## config.mk

```make
export PLATFORM = sky130hd
export DESIGN_NAME = sai_ctrl
export DESIGN_NICKNAME = d
export VERILOG_FILES = /design/src/design/sai_pkg.sv /design/src/design/sai_ctrl.sv
export SDC_FILE = /design/constraint.sdc
export NUM_CORES = 1
export LEC_CHECK = 0
export BUFFER_PORTS_ARGS = -buffer_cell sky130_fd_sc_hd__buf_2
export CORE_MARGIN = 3
export CORE_UTILIZATION = 50
export CTS_CLUSTER_DIAMETER = 120
export CTS_CLUSTER_SIZE = 30
export DETAILED_ROUTE_END_ITERATION = 8
export PLACE_DENSITY = 0.68
export SETUP_SLACK_MARGIN = 0.1
export SLEW_MARGIN = 5
export SYNTH_ARGS = -nofsm -noshare
export SYNTH_HDL_FRONTEND = slang
export SYNTH_SLANG_ARGS = --single-unit
```

## constraint.sdc

```tcl
create_clock -name clk -period 7.9 [get_ports clk]
set_input_delay 0.395 -clock clk [delete_from_list [all_inputs] [get_ports clk]]
set_output_delay 0.395 -clock clk [all_outputs]
set_load 0.02 [all_outputs]
```

## src/design/sai_pkg.sv

```systemverilog
// Shared types and constants for the sparse approximate inverse column block.
// No dependencies; every other file imports this package.
`default_nettype none
package sai_pkg;

  localparam int MAX_NNZ_DFLT = 32;
  localparam int INDEX_BITS   = 16;
  localparam int DIV_STEPS    = 56;
  localparam int DIV_CNT_W    = 6;

  localparam logic signed [31:0] Q_ONE  = 32'sh0100_0000;
  localparam logic signed [31:0] Q_ZERO = 32'sh0000_0000;

  localparam logic REQ_PATTERN = 1'b0;
  localparam logic REQ_ENTRY   = 1'b1;

  localparam logic [1:0] ST_OK       = 2'd0;
  localparam logic [1:0] ST_ZERO_PIV = 2'd1;
  localparam logic [1:0] ST_OVERFLOW = 2'd2;

  typedef struct packed {
    logic               req_type;
    logic [15:0]        index;
    logic [4:0]         sub_row;
    logic signed [31:0] value;
    logic               last;
  } in_t;

  typedef struct packed {
    logic [4:0]         position;
    logic signed [31:0] result_value;
    logic [1:0]         status;
    logic               end_of_column;
  } out_t;

  typedef struct packed {
    logic       item_ld;
    logic       item_exec;
    logic       clr_wr;
    logic       sol_init_wr;
    logic       div_start;
    logic       sol_div_wr;
    logic       mul;
    logic       sol_sub_wr;
    logic       out_ld;
    logic       out_zero;
    logic [1:0] out_status;
    logic       out_eoc;
  } cmd_t;

  typedef struct packed {
    logic item_last;
    logic piv_zero;
    logic div_done;
    logic out_free;
    logic ovf;
  } stat_t;

endpackage
`default_nettype wire

```

## src/design/sai_ctrl.sv

```systemverilog
// Controller: sequences load, clear sweep, forward solve and result emission.
// Uses sai_pkg; drives sai_dp through cmd_t and addresses.
`default_nettype none
module sai_ctrl import sai_pkg::*; #(
  parameter int MAX_NNZ = MAX_NNZ_DFLT,
  localparam int PW = (MAX_NNZ > 1) ? $clog2(MAX_NNZ) : 1,
  localparam int CW = $clog2(MAX_NNZ + 1)
) (
  input  wire logic          clk,
  input  wire logic          rst_n,
  input  wire logic          in_valid,
  output logic               in_ready,
  input  wire stat_t         stat,
  input  wire logic [CW-1:0] count,
  output cmd_t               cmd,
  output logic [PW-1:0]      row_a,
  output logic [PW-1:0]      col_a,
  output logic [PW-1:0]      sol_a
);

  localparam logic [3:0] S_CLR  = 4'd0;
  localparam logic [3:0] S_IDLE = 4'd1;
  localparam logic [3:0] S_EXEC = 4'd2;
  localparam logic [3:0] S_FIN  = 4'd3;
  localparam logic [3:0] S_INIT = 4'd4;
  localparam logic [3:0] S_PRD  = 4'd5;
  localparam logic [3:0] S_PIV  = 4'd6;
  localparam logic [3:0] S_DIV  = 4'd7;
  localparam logic [3:0] S_URD  = 4'd8;
  localparam logic [3:0] S_MUL  = 4'd9;
  localparam logic [3:0] S_SUB  = 4'd10;
  localparam logic [3:0] S_ERD  = 4'd11;
  localparam logic [3:0] S_ELD  = 4'd12;
  localparam logic [3:0] S_SPC  = 4'd13;

  logic [3:0]    state_r, state_nxt;
  logic [PW-1:0] r_r, r_nxt, c_r, c_nxt, i_r, i_nxt, j_r, j_nxt, k_r, k_nxt;
  logic [CW-1:0] bad_r, bad_nxt, clr_n_r, clr_n_nxt;
  logic [CW-1:0] r1, c1, i1, j1, k1;

  assign r1 = CW'(r_r) + CW'(1);
  assign c1 = CW'(c_r) + CW'(1);
  assign i1 = CW'(i_r) + CW'(1);
  assign j1 = CW'(j_r) + CW'(1);
  assign k1 = CW'(k_r) + CW'(1);

  always_comb begin
    state_nxt = state_r;
    r_nxt     = r_r;
    c_nxt     = c_r;
    i_nxt     = i_r;
    j_nxt     = j_r;
    k_nxt     = k_r;
    bad_nxt   = bad_r;
    clr_n_nxt = clr_n_r;
    cmd       = '0;
    in_ready  = 1'b0;
    unique case (state_r)
      S_CLR: begin
        cmd.clr_wr = 1'b1;
        if (c1 >= clr_n_r) begin
          c_nxt = '0;
          r_nxt = r_r + PW'(1);
          if (r1 >= clr_n_r) begin
            r_nxt     = '0;
            state_nxt = S_IDLE;
          end
        end else begin
          c_nxt = c_r + PW'(1);
        end
      end
      S_IDLE: begin
        in_ready = 1'b1;
        if (in_valid) begin
          cmd.item_ld = 1'b1;
          state_nxt   = S_EXEC;
        end
      end
      S_EXEC: begin
        cmd.item_exec = 1'b1;
        state_nxt     = stat.item_last ? S_FIN : S_IDLE;
      end
      S_FIN: begin
        k_nxt = '0;
        if (stat.ovf || count == '0) state_nxt = S_SPC;
        else state_nxt = S_INIT;
      end
      S_INIT: begin
        cmd.sol_init_wr = 1'b1;
        if (k1 == count) begin
          j_nxt     = '0;
          state_nxt = S_PRD;
        end else begin
          k_nxt = k_r + PW'(1);
        end
      end
      S_PRD: state_nxt = S_PIV;
      S_PIV: begin
        if (stat.piv_zero) begin
          bad_nxt   = CW'(j_r);
          k_nxt     = '0;
          state_nxt = S_ERD;
        end else begin
          cmd.div_start = 1'b1;
          state_nxt     = S_DIV;
        end
      end
      S_DIV: begin
        if (stat.div_done) begin
          cmd.sol_div_wr = 1'b1;
          if (j1 < count) begin
            i_nxt     = j_r + PW'(1);
            state_nxt = S_URD;
          end else begin
            bad_nxt   = count;
            k_nxt     = '0;
            state_nxt = S_ERD;
          end
        end
      end
      S_URD: state_nxt = S_MUL;
      S_MUL: begin
        cmd.mul   = 1'b1;
        state_nxt = S_SUB;
      end
      S_SUB: begin
        cmd.sol_sub_wr = 1'b1;
        if (i1 < count) begin
          i_nxt     = i_r + PW'(1);
          state_nxt = S_URD;
        end else begin
          j_nxt     = j_r + PW'(1);
          state_nxt = S_PRD;
        end
      end
      S_ERD: state_nxt = S_ELD;
      S_ELD: begin
        if (stat.out_free) begin
          cmd.out_ld     = 1'b1;
          cmd.out_zero   = CW'(k_r) >= bad_r;
          cmd.out_status = (CW'(k_r) >= bad_r) ? ST_ZERO_PIV : ST_OK;
          cmd.out_eoc    = (k1 == count);
          if (k1 == count) begin
            clr_n_nxt = count;
            r_nxt     = '0;
            c_nxt     = '0;
            state_nxt = S_CLR;
          end else begin
            k_nxt     = k_r + PW'(1);
            state_nxt = S_ERD;
          end
        end
      end
      S_SPC: begin
        if (stat.out_free) begin
          cmd.out_ld     = 1'b1;
          cmd.out_zero   = 1'b1;
          cmd.out_status = stat.ovf ? ST_OVERFLOW : ST_OK;
          cmd.out_eoc    = 1'b1;
          clr_n_nxt      = count;
          r_nxt          = '0;
          c_nxt          = '0;
          state_nxt      = S_CLR;
        end
      end
      default: state_nxt = S_CLR;
    endcase
  end

  // memory addresses follow the state; reads are registered and land in the next cycle
  always_comb begin
    row_a = j_r;
    col_a = j_r;
    sol_a = j_r;
    if (state_r == S_CLR) begin
      row_a = r_r;
      col_a = c_r;
    end else if (state_r == S_URD || state_r == S_MUL || state_r == S_SUB) begin
      row_a = i_r;
      sol_a = i_r;
    end else if (state_r == S_INIT || state_r == S_ERD || state_r == S_ELD ||
                 state_r == S_SPC || state_r == S_FIN) begin
      sol_a = k_r;
    end
  end

  always_ff @(posedge clk) begin
    if (!rst_n) begin
      state_r <= S_CLR;
      clr_n_r <= CW'(MAX_NNZ);
      r_r     <= '0;
      c_r     <= '0;
    end else begin
      state_r <= state_nxt;
      clr_n_r <= clr_n_nxt;
      r_r     <= r_nxt;
      c_r     <= c_nxt;
    end
    i_r   <= i_nxt;
    j_r   <= j_nxt;
    k_r   <= k_nxt;
    bad_r <= bad_nxt;
  end

endmodule
`default_nettype wire

```

==> results by group <==
Run status
  – Outcome: finished, final reports clean

Power
  – PnR Total Power: 0.4053 mW
  – Leak: 1.726 nW
  – Peak supply drop: 60.56 µV
  – PD cells: 109.5 mW/mm²

Synthesis
  – Syn avg cell area: 7.992 µm²
  – Synth unique cells: 56
  – Cells after synthesis: 428
  – Async set-reset flop share out of synthesis: 0%
  – Ys flop type: edfxtp_1
  – Syn_nets: 474
  – #FFs+latches synth: 41
  – Register area share after synthesis: 30.14%
  – EDFF count, synth: 21
  – YS warnings: 0
  – Mapped Area: 0.003421 mm²

Placement
  – Port Buffer Count: 42
  – GPL Wtd Cong: 0.9276
  – DPL Wire Length: 7.120 mm

Setup path
  – Slowest stage delay, CP: 0.87 ns
  – CP Max Fanout: 10
  – Worst r2r dst: bad_r[1]
  – Reg-to-Reg Start: j_r[0]
  – Worst setup path end: bad_r[1]
  – Critical Path AT: 3.33 ns
  – R2R setup slack: 4.49 ns
  – Crit path max-delay cell type: nor4_1
  – CP Launch Type: flip-flop
  – Crit path from: j_r[0]
  – Worst EP required: 7.82 ns
  – Crit path kind: reg2reg
  – Cell Chain, Critical Path: ha_1, nand3_1, xor2_1, inv_1, ha_1, nand3_1, o21ai_0, a21oi_1, nor4_1
  – R2R cell count: 9
  – Crit. End Element: flip-flop

Run
  – Max Cap Viol: 0

Floorplanning
  – I/O pin count: 43
  – Row count: 29
  – Starting Density: 52.67%
  – Die height: 88.72 µm
  – Chip width: 88.72 µm
  – Die area: 0.007870 mm²
  – Core Region: 0.006495 mm²

Clock network
  – CTS buffer count: 5
  – Post-CTS setup repair buffer count: 0
  – Worst-path clk slew: 0.08 ns
  – Clk_lat worst skew: 0.29 ns
  – Depth of the CTS H-tree: 2
  – Resize count post-CTS: 0
  – Root Buffer: clkbuf_8
  – Hold_buf cts: 0
  – Clock Tree Buf Depth: 2
  – Clk sinks: 41
  – CTS tree: built

Route
  – Vias per cell: 5.940
  – DRT antenna net count: 0
  – Post-Route WL: 9.162 mm
  – Post-DR wirelength/cell: 17.16 µm
  – Initial DRC count: 197
  – Routed vias: 3172
  – DRC Markers: 0
  – Pre-antenna DRT Iters: 5

Timing
  – Setup Skew: 0.003556 ns
  – Final setup fails: 0
  – Slew Viols, Final: 0
  – Minimum clock period: 3.412 ns
  – Setup TNS: 0 ns
  – Fin crit share: 43.19%
  – Final hold vios: 0
  – Slew @ Worst Pin: 1.040 ns
  – RSZ-0062 raised after global routing: no
  – Slew headroom: 30.02%
  – Max Clock Freq: 293.1 MHz

Global routing
  – First-pass GRT wire length: 14.82 mm
  – Vias in the first global route: 2933
  – Initial antenna violation count: 0
  – Largest net degree at the start of global routing: 22
  – Total GRT Usage: 24.21%
  – Overflow after GRT: 0

Cells and area
  – Commonest non-fill, non-tap cell in the layout: nand2_1
  – Layout area overhead: 8.193%
  – Layout cells sized above 1: 12.69%
  – Ant. Diodes: 0
  – Fillers: 614
  – Final Util: 56.98%
  – Nets@finish: 502
  – Most frequent cells in the layout: nand2_1, buf_2, nor2_1, inv_1, ha_1

Min path
  – HP Class: in2reg
==> where the power goes <==
| group | internal (mW) | switching [mW] |
|---|---|---|
| combinational | 0.0180 | 0.0266 |
| clock | 0.0616 | 0.0714 |
| sequential | 0.224 | 0.00402 |
| total | 0.303 | 0.102 |
==> layer usage <==
layer	global-route usage [%]	vias to the layer above	wire length (µm)
li1	-	1567	-
met1	33.96	1463	4301
met2	38.33	128	4154
met3	3.818	14	566
met4	7.143	0	140
met5	0	-	0
==> sequential cells by signal (all words and copies together) (netlist names) <==
name     flops
c_r          5
clr_n_r      6
k_r          5
r_r          5
bad_r        6
state_r      4
i_r          5
j_r          5
==> cells in the mapped netlist (4+ instances only) <==
library cell,n,area (µm²)
nand2_1,68,255.2
nor2_1,40,150.1
ha_1,32,400.4
inv_1,32,120.1
o21ai_0,24,120.1
edfxtp_1,21,630.6
a21oi_1,20,100.1
dfxtp_1,20,400.4
nand3_1,20,100.1
mux2i_1,15,150.1
xnor2_1,14,122.6
clkbuf_1,11,41.29
xor2_1,10,87.58
a21o_1,9,67.56
a31oi_1,8,50.05
nor3_1,7,35.03
nand2b_1,5,31.28
o22ai_1,5,31.28
or3_1,5,31.28
and2_1,4,25.02
buf_2,4,20.02
o211ai_1,4,30.03
==> cell type report <==
| type | instances | area [µm²] | area share (%) |
|---|---|---|---|
| clock buffers | 7 | 76.32 | 2.062 |
| clock inverters | 1 | 3.754 | 0.1014 |
| inverters | 33 | 123.9 | 3.347 |
| multi-input cells | 333 | 2160 | 58.35 |
| flip-flops and latches | 41 | 1031 | 27.86 |
| well taps | 77 | 96.34 | 2.603 |
| repair buffers | 42 | 210.2 | 5.680 |
==> worst max-delay path: cells and delay by family, from the launching register on <==
family,cells,cell delay (ns)
adders and majority gates,2,0.59
xor gates and xnor gates,1,0.22
DFF,1,0.55
and+or+nand+nor,3,1.03
AOI/OAI and AO/OA,2,0.58
buffers and inverters,1,0.07
==> logic make-up (layout without fill, tap and decap cells) <==
| family | Yosys count | in the layout | share of synthesized area [%] |
|---|---|---|---|
| and+or+nand+nor | 165 | 165 | 21.73 |
| AOI/OAI and AO/OA | 95 | 95 | 18.51 |
| buffers and inverters | 54 | 83 | 6.730 |
| DFF | 41 | 41 | 30.14 |
| adders and majority gates | 32 | 32 | 11.70 |
| xor gates and xnor gates | 24 | 24 | 6.145 |
| muxes | 17 | 17 | 5.047 |
==> how the worst min path moves through the flow <==
stage          depth (start not counted)    endpoint        from  slack (ns)
6_report                               3  clr_n_r[4]    count[4]        0.40
5_1_grt                                3  clr_n_r[4]    count[4]        0.42
4_1_cts                                3  clr_n_r[4]    count[4]        0.39
3_5_place_dp                           2  clr_n_r[1]  clr_n_r[1]        0.46
3_3_place_gp                           2  clr_n_r[3]  clr_n_r[3]        0.44
2_1_floorplan                          2  clr_n_r[1]  clr_n_r[1]        0.43
==> per-stage QoR <==
step                hold slack (ns)  instance area (µm²)  instances  setup WS, ns
floorplan                    0.4347                 3421        428         5.030
global placement             0.4437                 3621        526         4.565
detailed placement           0.4554                 3621        526         4.505
CTS                          0.3937                 3701        534         4.496
global route                 0.4237                 3701        534         4.127
finish                       0.3974                 3701        534         4.488
Power figures use the tool's default switching activity.
